**src/rtl/rntk_pkg.sv**
```systemverilog
// Types, constants and helper functions shared by the ranked node top-k block.
package rntk_pkg;

  // Input item: one command with the fields of one node.
  typedef struct packed {
    logic [1:0]  mode;
    logic        live;
    logic [31:0] node_index;
    logic [3:0]  kind;
    logic [2:0]  flags;
    logic [16:0] confidence;
    logic [16:0] utility;
    logic [16:0] novelty;
    logic [16:0] risk;
    logic [16:0] cost;
  } in_item_t;

  // Result item: one kept entry of the finished list.
  typedef struct packed {
    logic        valid_res;
    logic [31:0] out_index;
    logic [15:0] out_rank;
    logic        truncated;
    logic        last;
  } out_item_t;

  // Commands from the controller to the datapath.
  typedef struct packed {
    logic       capture;
    logic       clear;
    logic [2:0] step;
    logic       bp_en;
    logic       acc_en;
    logic       insert;
    logic       emit_start;
    logic       emit_load;
  } rntk_cmd_t;

  // Status from the datapath to the controller.
  typedef struct packed {
    logic out_free;
    logic at_last;
  } rntk_status_t;

  // Command codes carried in the mode field.
  localparam logic [1:0] MODE_START  = 2'd0;
  localparam logic [1:0] MODE_OFFER  = 2'd1;
  localparam logic [1:0] MODE_FINISH = 2'd2;

  // Rank sequencer steps, one fraction per step; the final step only adds.
  localparam logic [2:0] STEP_CONF = 3'd0;
  localparam logic [2:0] STEP_UTIL = 3'd1;
  localparam logic [2:0] STEP_NOV  = 3'd2;
  localparam logic [2:0] STEP_RISK = 3'd3;
  localparam logic [2:0] STEP_COST = 3'd4;
  localparam logic [2:0] STEP_LAST = 3'd5;

  // Keep limit register.
  localparam int unsigned LIMIT_WIDTH = 5;
  localparam logic [LIMIT_WIDTH-1:0] LIMIT_RESET = 5'd16;

  // Basis point conversion.
  localparam logic [13:0] BP_FULL  = 14'd10000;
  localparam logic [29:0] BP_ROUND = 30'd32768;
  // 21846 / 65536 gives an exact floor of x / 3 for x below 32768.
  localparam logic [15:0] THIRD_RECIP = 16'd21846;

  // Flag terms and the largest rank a node can reach.
  localparam logic [15:0] OPEN_BONUS     = 16'd5000;
  localparam logic [15:0] BLOCKED_BONUS  = 16'd1200;
  localparam logic [15:0] CLOSED_PENALTY = 16'd2500;
  localparam logic [15:0] RANK_MAX       = 16'd41033;

  // Weight of a node kind; unknown kinds weigh nothing.
  function automatic logic [15:0] kind_weight(input logic [3:0] kind);
    logic [15:0] w;
    unique case (kind)
      4'd0:    w = 16'd6000;
      4'd1:    w = 16'd6500;
      4'd2:    w = 16'd9000;
      4'd3:    w = 16'd8500;
      4'd4:    w = 16'd8000;
      4'd5:    w = 16'd7200;
      4'd6:    w = 16'd6900;
      4'd7:    w = 16'd7600;
      4'd8:    w = 16'd5400;
      default: w = 16'd0;
    endcase
    return w;
  endfunction

  // Kind weight plus flag terms; the closed penalty never drives it below zero.
  function automatic logic [15:0] base_rank(input logic [3:0] kind, input logic [2:0] flags);
    logic [15:0] r;
    r = kind_weight(kind);
    if (flags[0]) r = r + OPEN_BONUS;
    if (flags[1]) r = r + BLOCKED_BONUS;
    if (flags[2] && (r >= CLOSED_PENALTY)) r = r - CLOSED_PENALTY;
    return r;
  endfunction

endpackage

```
**src/rtl/rntk_ctrl.sv**
```systemverilog
// Controller state machine: sequences rank steps, list insertion and the emit run.
module rntk_ctrl (
  input  logic                  clk,
  input  logic                  rst,
  input  logic                  in_valid,
  output logic                  in_stall,
  input  logic [1:0]            mode,
  input  logic                  live,
  input  rntk_pkg::rntk_status_t status,
  output rntk_pkg::rntk_cmd_t    cmd
);
  import rntk_pkg::*;

  typedef enum logic [3:0] {
    S_IDLE   = 4'b0001,
    S_CALC   = 4'b0010,
    S_INSERT = 4'b0100,
    S_EMIT   = 4'b1000
  } state_t;

  state_t     state, state_next;
  logic [2:0] step, step_next;
  logic       accept;

  // Items are taken only while no offer or emit run is in progress.
  assign in_stall = (state != S_IDLE);
  assign accept   = in_valid && !in_stall;

  // Next state and command decode.
  always_comb begin
    state_next = state;
    step_next  = step;
    cmd        = '0;
    unique case (state)
      S_IDLE: begin
        if (accept) begin
          priority if (mode == MODE_START) begin
            cmd.clear = 1'b1;
          end else if ((mode == MODE_OFFER) && live) begin
            cmd.capture = 1'b1;
            step_next   = STEP_CONF;
            state_next  = S_CALC;
          end else if (mode == MODE_FINISH) begin
            cmd.emit_start = 1'b1;
            state_next     = S_EMIT;
          end else begin
            // Dead nodes and the unused mode code leave everything alone.
            state_next = S_IDLE;
          end
        end
      end
      S_CALC: begin
        // Step n converts fraction n while the term of fraction n-1 is summed.
        cmd.step   = step;
        cmd.bp_en  = (step != STEP_LAST);
        cmd.acc_en = (step != STEP_CONF);
        if (step == STEP_LAST) begin
          state_next = S_INSERT;
        end else begin
          step_next = step + 3'd1;
        end
      end
      S_INSERT: begin
        cmd.insert = 1'b1;
        state_next = S_IDLE;
      end
      S_EMIT: begin
        if (status.out_free) begin
          cmd.emit_load = 1'b1;
          if (status.at_last) state_next = S_IDLE;
        end
      end
      default: begin
        state_next = S_IDLE;
      end
    endcase
  end

  // State registers.
  always_ff @(posedge clk) begin
    if (rst) begin
      state <= S_IDLE;
      step  <= STEP_CONF;
    end else begin
      state <= state_next;
      step  <= step_next;
    end
  end

endmodule

```
**src/rtl/rntk_datapath.sv**
```systemverilog
// Datapath: rank unit, sorted list of kept entries, keep limit and output register.
module rntk_datapath #(
  parameter int DEPTH = 16
) (
  input  logic                   clk,
  input  logic                   rst,
  input  rntk_pkg::in_item_t     in_item,
  input  logic                   cfg_we,
  input  logic [4:0]             cfg_wdata,
  input  rntk_pkg::rntk_cmd_t    cmd,
  output rntk_pkg::rntk_status_t status,
  output logic                   out_valid,
  input  logic                   out_stall,
  output rntk_pkg::out_item_t    out_item
);
  import rntk_pkg::*;

  localparam int CW = $clog2(DEPTH + 1);
  localparam int IW = (DEPTH > 1) ? $clog2(DEPTH) : 1;

  logic [LIMIT_WIDTH-1:0] keep_limit;
  in_item_t               item_q;
  logic [15:0]            acc;
  logic [13:0]            bp_q;
  logic [2:0]             sel_q;

  logic [15:0] kept_rank  [DEPTH];
  logic [31:0] kept_index [DEPTH];
  logic [CW-1:0] kept_count;
  logic          dropped_mark;
  logic [CW-1:0] ptr;

  // Keep limit register.
  always_ff @(posedge clk) begin
    if (rst) begin
      keep_limit <= LIMIT_RESET;
    end else if (cfg_we) begin
      keep_limit <= cfg_wdata;
    end
  end

  // Offered node is held for the rank steps.
  always_ff @(posedge clk) begin
    if (cmd.capture) item_q <= in_item;
  end

  // Fraction of the current step.
  logic [16:0] frac;
  always_comb begin
    unique case (cmd.step)
      STEP_CONF: frac = item_q.confidence;
      STEP_UTIL: frac = item_q.utility;
      STEP_NOV:  frac = item_q.novelty;
      STEP_RISK: frac = item_q.risk;
      STEP_COST: frac = item_q.cost;
      default:   frac = '0;
    endcase
  end

  // Fraction to basis points, rounded half up; 1.0 and above saturate.
  logic [29:0] bp_prod;
  logic [29:0] bp_round;
  logic [13:0] bp_next;
  assign bp_prod  = 30'(frac[15:0]) * 30'(BP_FULL);
  assign bp_round = bp_prod + BP_ROUND;
  assign bp_next  = frac[16] ? BP_FULL : bp_round[29:16];

  always_ff @(posedge clk) begin
    if (cmd.bp_en) begin
      bp_q  <= bp_next;
      sel_q <= cmd.step;
    end
  end

  // Rank term of the registered basis points.
  logic [13:0] comp;
  logic [29:0] third_prod;
  logic [15:0] term;
  assign comp       = BP_FULL - bp_q;
  assign third_prod = 30'(comp) * 30'(THIRD_RECIP);

  always_comb begin
    unique case (sel_q)
      STEP_CONF: term = {3'b000, bp_q[13:1]};
      STEP_UTIL: term = {2'b00, bp_q};
      STEP_NOV:  term = {3'b000, bp_q[13:1]};
      STEP_RISK: term = {2'b00, third_prod[29:16]};
      STEP_COST: term = {4'b0000, comp[13:2]};
      default:   term = '0;
    endcase
  end

  // Rank accumulator, seeded with the kind weight and flag terms.
  always_ff @(posedge clk) begin
    if (cmd.capture) begin
      acc <= base_rank(in_item.kind, in_item.flags);
    end else if (cmd.acc_en) begin
      acc <= acc + term;
    end
  end

  // Effective limit: values above the list depth act as the depth.
  logic [CW-1:0] lim;
  always_comb begin
    if (32'(keep_limit) > DEPTH) begin
      lim = CW'(DEPTH);
    end else begin
      lim = CW'(keep_limit);
    end
  end

  logic          lim_zero;
  logic          full;
  logic [CW-1:0] n_keep;
  logic [DEPTH-1:0] beats;
  logic [DEPTH-1:0] go;
  logic [DEPTH-1:0] at_worst;
  logic          accept_node;
  logic          do_insert;

  assign lim_zero    = (lim == '0);
  assign full        = (kept_count >= lim);
  // Entries that survive: a full list loses its worst entry.
  assign n_keep      = full ? (lim - CW'(1)) : kept_count;
  assign accept_node = !lim_zero && (!full || (|at_worst));
  assign do_insert   = cmd.insert && accept_node;

  // Every slot compares against the new node at once and shifts down if beaten.
  for (genvar j = 0; j < DEPTH; j++) begin : g_slot
    assign beats[j]    = (acc > kept_rank[j]) ||
                         ((acc == kept_rank[j]) && (item_q.node_index < kept_index[j]));
    assign go[j]       = (n_keep > CW'(j)) && beats[j];
    assign at_worst[j] = beats[j] && (lim == CW'(j + 1));

    if (j == 0) begin : g_head
      always_ff @(posedge clk) begin
        if (do_insert && (go[j] || (n_keep == CW'(j)))) begin
          kept_rank[j]  <= acc;
          kept_index[j] <= item_q.node_index;
        end
      end
    end else begin : g_body
      always_ff @(posedge clk) begin
        if (do_insert) begin
          if (go[j-1]) begin
            kept_rank[j]  <= kept_rank[j-1];
            kept_index[j] <= kept_index[j-1];
          end else if (go[j] || (n_keep == CW'(j))) begin
            kept_rank[j]  <= acc;
            kept_index[j] <= item_q.node_index;
          end
        end
      end
    end
  end

  // Fill count and truncation mark.
  always_ff @(posedge clk) begin
    if (rst) begin
      kept_count   <= '0;
      dropped_mark <= 1'b0;
    end else if (cmd.clear) begin
      kept_count   <= '0;
      dropped_mark <= 1'b0;
    end else if (cmd.insert) begin
      if (lim_zero || full) dropped_mark <= 1'b1;
      if (accept_node) kept_count <= full ? lim : (kept_count + CW'(1));
    end
  end

  // Emit pointer walks the list from the best entry down.
  logic [CW-1:0] ptr_inc;
  assign ptr_inc = ptr + CW'(1);

  always_ff @(posedge clk) begin
    if (rst) begin
      ptr <= '0;
    end else if (cmd.emit_start) begin
      ptr <= '0;
    end else if (cmd.emit_load) begin
      ptr <= ptr_inc;
    end
  end

  assign status.out_free = !out_valid || !out_stall;
  assign status.at_last  = (kept_count == '0) || (ptr_inc >= kept_count);

  // Output register; an empty list yields a single blank item.
  always_ff @(posedge clk) begin
    if (rst) begin
      out_valid <= 1'b0;
    end else if (cmd.emit_load) begin
      out_valid <= 1'b1;
    end else if (!out_stall) begin
      out_valid <= 1'b0;
    end
  end

  always_ff @(posedge clk) begin
    if (cmd.emit_load) begin
      out_item.valid_res <= (kept_count != '0);
      out_item.out_index <= (kept_count != '0) ? kept_index[ptr[IW-1:0]] : 32'd0;
      out_item.out_rank  <= (kept_count != '0) ? kept_rank[ptr[IW-1:0]] : 16'd0;
      out_item.truncated <= dropped_mark;
      out_item.last      <= status.at_last;
    end
  end

endmodule

```
**src/rtl/ranked_node_top_k.sv**
```systemverilog
// Top level of the ranked node top-k selector.
// Scores each live offered node and keeps the best entries, highest rank first and the
// lower node index first on equal rank, in a sorted register list of DEPTH slots that
// shifts all slots at once. A start item and any item that causes no work leave the
// controller idle. An offer of a live node is accepted, then passes the rank steps of
// the rank unit (one shared multiplier converts one fraction to basis points per cycle,
// and the next cycle adds its term), and then the parallel compare and shift of the
// list. A finish item yields max(1, kept entries) result items, each launched as soon
// as the output register is free; the list stays intact for a later finish. The next
// input item is taken once the last result of a finish run sits in the output
// register, even while it waits to be taken.
module ranked_node_top_k #(
  parameter int DEPTH = 16
) (
  input  logic                clk,
  input  logic                rst,
  input  logic                in_valid,
  output logic                in_stall,
  input  rntk_pkg::in_item_t  in_item,
  output logic                out_valid,
  input  logic                out_stall,
  output rntk_pkg::out_item_t out_item,
  input  logic                cfg_we,
  input  logic [4:0]          cfg_wdata
);
  import rntk_pkg::*;

  rntk_cmd_t    cmd;
  rntk_status_t status;

  // Sequencer for rank steps, insertion and emit runs.
  rntk_ctrl u_ctrl (
    .clk      (clk),
    .rst      (rst),
    .in_valid (in_valid),
    .in_stall (in_stall),
    .mode     (in_item.mode),
    .live     (in_item.live),
    .status   (status),
    .cmd      (cmd)
  );

  // Rank unit, kept list and output register.
  rntk_datapath #(
    .DEPTH (DEPTH)
  ) u_datapath (
    .clk       (clk),
    .rst       (rst),
    .in_item   (in_item),
    .cfg_we    (cfg_we),
    .cfg_wdata (cfg_wdata),
    .cmd       (cmd),
    .status    (status),
    .out_valid (out_valid),
    .out_stall (out_stall),
    .out_item  (out_item)
  );

endmodule

```
**config.mk**
```make
export PLATFORM = sky130hd
export DESIGN_NAME = ranked_node_top_k
export DESIGN_NICKNAME = d
export VERILOG_FILES = /design/src/rtl/rntk_pkg.sv /design/src/rtl/rntk_ctrl.sv /design/src/rtl/rntk_datapath.sv /design/src/rtl/ranked_node_top_k.sv
export SDC_FILE = /design/constraint.sdc
export NUM_CORES = 2
export LEC_CHECK = 0
export ABC_AREA = 1
export ABC_CLOCK_PERIOD_IN_PS = 21300
export BUFFER_PORTS_ARGS = -buffer_cell sky130_fd_sc_hd__buf_2
export CAP_MARGIN = 0
export CORE_ASPECT_RATIO = 1.5
export CORE_MARGIN = 4
export CORE_UTILIZATION = 60
export CTS_CLUSTER_DIAMETER = 80
export DETAILED_ROUTE_END_ITERATION = 10
export PLACE_DENSITY = 0.86
export SETUP_SLACK_MARGIN = 0.5
export SLEW_MARGIN = 20
export SYNTH_ARGS = -nofsm -noshare
export SYNTH_HDL_FRONTEND = slang
export SYNTH_SLANG_ARGS = --single-unit
export TNS_END_PERCENT = 1
```
**constraint.sdc**
```tcl
create_clock -name clk -period 21.3 [get_ports clk]
set_input_delay 3.195 -clock clk [delete_from_list [all_inputs] [get_ports clk]]
set_output_delay 3.195 -clock clk [all_outputs]
set_load 0.02 [all_outputs]
```
==> key figures <==
Setup path
  – CP peak stage delay: just over 0.6 ns
  – Slowest CP cell: fa_1
  – Crit path capture type: register
  – Crit path arrival time: 9.93 ns
  – Maximum fanout along the worst path: 5
  – Buf+Inv Stages, Crit Path: 7
  – Worst Path Required: around 22 ns
  – WS Path Type: register to register
  – CP startpoint kind: register
  – Delay-heaviest family, CP: adder cells

Clocking
  – Max Root-Sink Buffers: 3
  – Post-cts resize count: 0
  – CTS Buf Count: between 100 and 150
  – Reg clk slew, reported paths: roughly 0.060 ns
  – CTS tree: built
  – Hold Buf Count CTS: 0
  – Setup Buffers After CTS: 0
  – CTS sink count: slightly below 1000
  – Clk Latency, worst-skew pair: around 0.77 ns
  – Clock Tree Root: clkbuf_16
  – H-tree depth: 3

Finish
  – Util after Layout: ~65%
  – Share of layout cells above drive strength 1: between 6 and 7%
  – Final nets: 10500
  – Synth-to-layout area growth: 7.41%

Power
  – Comb power frac: about an eighth
  – Static Leak: ~38 nW
  – Sw Pwr: about 0.0012 W
  – Sequential share of power: roughly 47%
  – P_int: ~0.0033 W
  – Power density cells: roughly 56 nW/um^2
  – Maximum vdd drop: approximately 76 uV
  – Sw frac: between 20% and 30%
  – Clock network power share: 41.0%

STA
  – Hold slack: 0.454 ns
  – Final setup viols: 0
  – Achievable clock frequency: approximately 110 MHz
  – Least-Margin Pin Slew: 1.16 ns
  – Setup TNS: 0 ns
  – Unrepaired setup endpoints after global routing: false
  – Final Slew Violations: 0
  – Post-route clock period utilization: between 40 and 50%
  – Rel. slew slack: a little under a quarter
  – Final count of hold timing violations: 0
  – Final Critical Period: between 9 and 10 ns
  – Final Skew: around 0.053 ns

Logic synthesis
  – Ys async rst share: 0%
  – Synth Area per Inst: a little over 8 um^2
  – Post-synthesis sequential area ratio: 38.8%
  – Post-synthesis cell type count: 62
  – Syn nets: around 11000
  – Seq cells post-synth: slightly below 1000
  – Post-synth top flop: edfxtp_1
  – Synth Warn #: 0
  – Synth Instances: approximately 9400
  – Netlist Area Pre-Place: 76200 um^2
  – Post-synth EDFFs: slightly below 1000

Route
  – DRC: 0
  – DR vias: between 70000 and 80000
  – ANT nets after route: 0
  – Detailed Route Iter0 Violations: 8105
  – DR vias/cell: between 6 and 7
  – Wire length per cell: 22.1 um
  – First-pass detailed-route iteration total: 10
  – WL final: between 200000 and 250000 um

Global routing
  – M2 GR Usage: ~61%
  – Largest net degree at the start of global routing: between 200 and 250
  – Vias in the first global route: 69900
  – GR Util met1: between 40 and 50%
  – Top Usage Layer GRT: met2
  – First-pass GRT wire length: between 300000 and 400000 um
  – GR Layer Usage met3: roughly 6.7%
  – Gr ovfl total: 0
  – GRT Util Overall: between 30% and 40%
  – Initial antenna violation count: 6

Die
  – Die X: between 200 and 300 um
  – Die height: about 440 um
  – I/O pins: 190
  – Initial core utilization: between 60% and 70%
  – FP Rows: ~160
  – Die footprint: 133000 um^2
  – Core area: 126000 um^2

Placed design
  – Port Buffers: 189
  – Post-DP HPWL: around 170000 um
  – GPL Wtd Cong: 0.996

Flow run
  – Max Cap Violations: 0

Status
  – Status: finished clean

Worst hold path
  – Worst Hold Class: register to register
[power groups by stage]
stage	Sequential, W	Clock [W]	Combinational, W
after global placement	0.00218	0	0.000524
after detailed placement	0.00218	0	0.000540
after global routing	0.00214	0.00196	0.000624
after CTS	0.00214	0.00187	0.000544
final	0.00214	0.00187	0.000554
after floorplan	0.00219	0	0.000380
[area by class of cell]
| cell class | instances | area (um^2) |
|---|---|---|
| fill | 10300 | 43900 |
| multi-input combinational | 6636 | 40000 |
| sequential | 993 | 29600 |
| inverter | 1265 | 4760 |
| clock buffer | 119 | 2660 |
| tap | 1690 | 2110 |
| timing repair buffer | 307 | 1870 |
| clock inverter | 71 | 754 |
| antenna | 2 | 5.00 |
[kinds of logic after synthesis]
family / count (synthesis) / share of synthesized area (%)
compound gates: 1715 / 12.0
simple gates: 3832 / 21.6
flops: 993 / 38.8
buf+inv: 1741 / 8.96
xor+xnor: 45 / 0.527
fa+ha+maj: 1043 / 18.0
mux: 1 / 0.0131
[state kept, by name, indices dropped and copies added, names as in the netlist]
signal                   cells
u_ctrl.state                 4
u_ctrl.step                  3
u_datapath.acc              16
u_datapath.bp_q             14
u_datapath.dropped_mark      1
u_datapath.item_q          117
u_datapath.keep_limit        5
u_datapath.kept_count        5
u_datapath.kept_index      512
u_datapath.kept_rank       256
u_datapath.out_item         51
u_datapath.out_valid         1
u_datapath.ptr               5
u_datapath.sel_q             3
[layer usage]
metal	vias to the layer above	wire, um
li1	31800	-
met1	32400	83000
met2	4540	116000
met3	1343	23900
met4	4	22100
met5	-	23
[worst reg2reg max path: cells and delay by family (launching register included)]
| family | cells | cell delay [ns] |
|---|---|---|
| compound gates | 11 | 2.09 |
| fa+ha+maj | 10 | 4.05 |
| buf+inv | 7 | 0.62 |
| flops | 1 | 0.46 |
| simple gates | 15 | 1.97 |
[worst paths after layout]
path / start / end / slack [ns] / cells past startpoint
setup / recovery: u_datapath.bp_q[0] / u_datapath.acc[14] / 11.84 / 43
setup reg to reg: u_datapath.bp_q[0] / u_datapath.acc[14] / 11.84 / 43
hold / removal: u_datapath.dropped_mark / u_datapath.out_item[1] / 0.45 / 0
hold reg to reg: u_datapath.dropped_mark / u_datapath.out_item[1] / 0.45 / 0
[per-stage QoR]
stage | power (W) | std cells | instance area (um^2) | setup WS, ns
after floorplan | 0.00257 | 9370 | 76200 | 13.40
after global placement | 0.00270 | 10900 | 78400 | 11.95
after detailed placement | 0.00272 | 10900 | 78400 | 11.87
after CTS | 0.00455 | 11100 | 81800 | 11.84
after global routing | 0.00472 | 11100 | 81800 | 10.97
final | 0.00456 | 11100 | 81800 | 11.84
[synth_stat cells, drive strengths merged (2+ instances only)]
cell type	number	area, um^2
or2	14	87.6
nor4b	2	17.5
o221ai	15	131
clkbuf	262	985
and2	8	50.1
ha	956	12000
a21o	10	75.1
o21ai	617	3130
fa	87	1740
a21oi	905	4550
a22oi	16	120
dfxtp	24	480
nor2	233	935
xor2	32	288
o31ai	18	135
a221oi	19	166
a31oi	19	119
nand3	1199	6010
o22ai	2	12.5
buf	214	1090
nor3	66	350
a2111oi	2	17.5
a21boi	11	93.8
nand3b	17	128
o21bai	13	97.6
inv	1262	4740
nand4	67	419
o311ai	2	17.5
nand2	2196	8260
nor3b	12	95.1
o21a	18	135
xnor2	13	114
a211oi	15	113
clkinv	3	12.5
o2111ai	6	52.6
o211ai	24	180
edfxtp	969	29100
nor4	17	106
[cell usage in the layout (no fill, tap or decap), types with 11 or more instances in the layout]
cell,instances
a21oi_1,894
edfxtp_1,969
xor2_1,31
a211oi_1,15
o31ai_1,18
nand2_1,2175
buf_4,114
o21ai_0,592
nand4_1,67
a22oi_1,16
fa_1,87
o21bai_1,12
dfxtp_1,20
nor2_4,12
nor4_1,17
clkbuf_1,12
clkinv_1,20
o221ai_1,15
nor3_1,62
inv_1,1243
clkbuf_16,101
buf_2,189
xnor2_1,13
clkinv_2,23
inv_2,15
nor2_1,215
o21ai_1,11
ha_1,956
o211ai_1,24
nand3b_1,17
a31oi_1,19
o21ai_4,11
nand3_1,1197
or2_2,11
nand2_2,21
a221oi_1,19
o21a_1,18
Power figures use the tool's default switching activity.
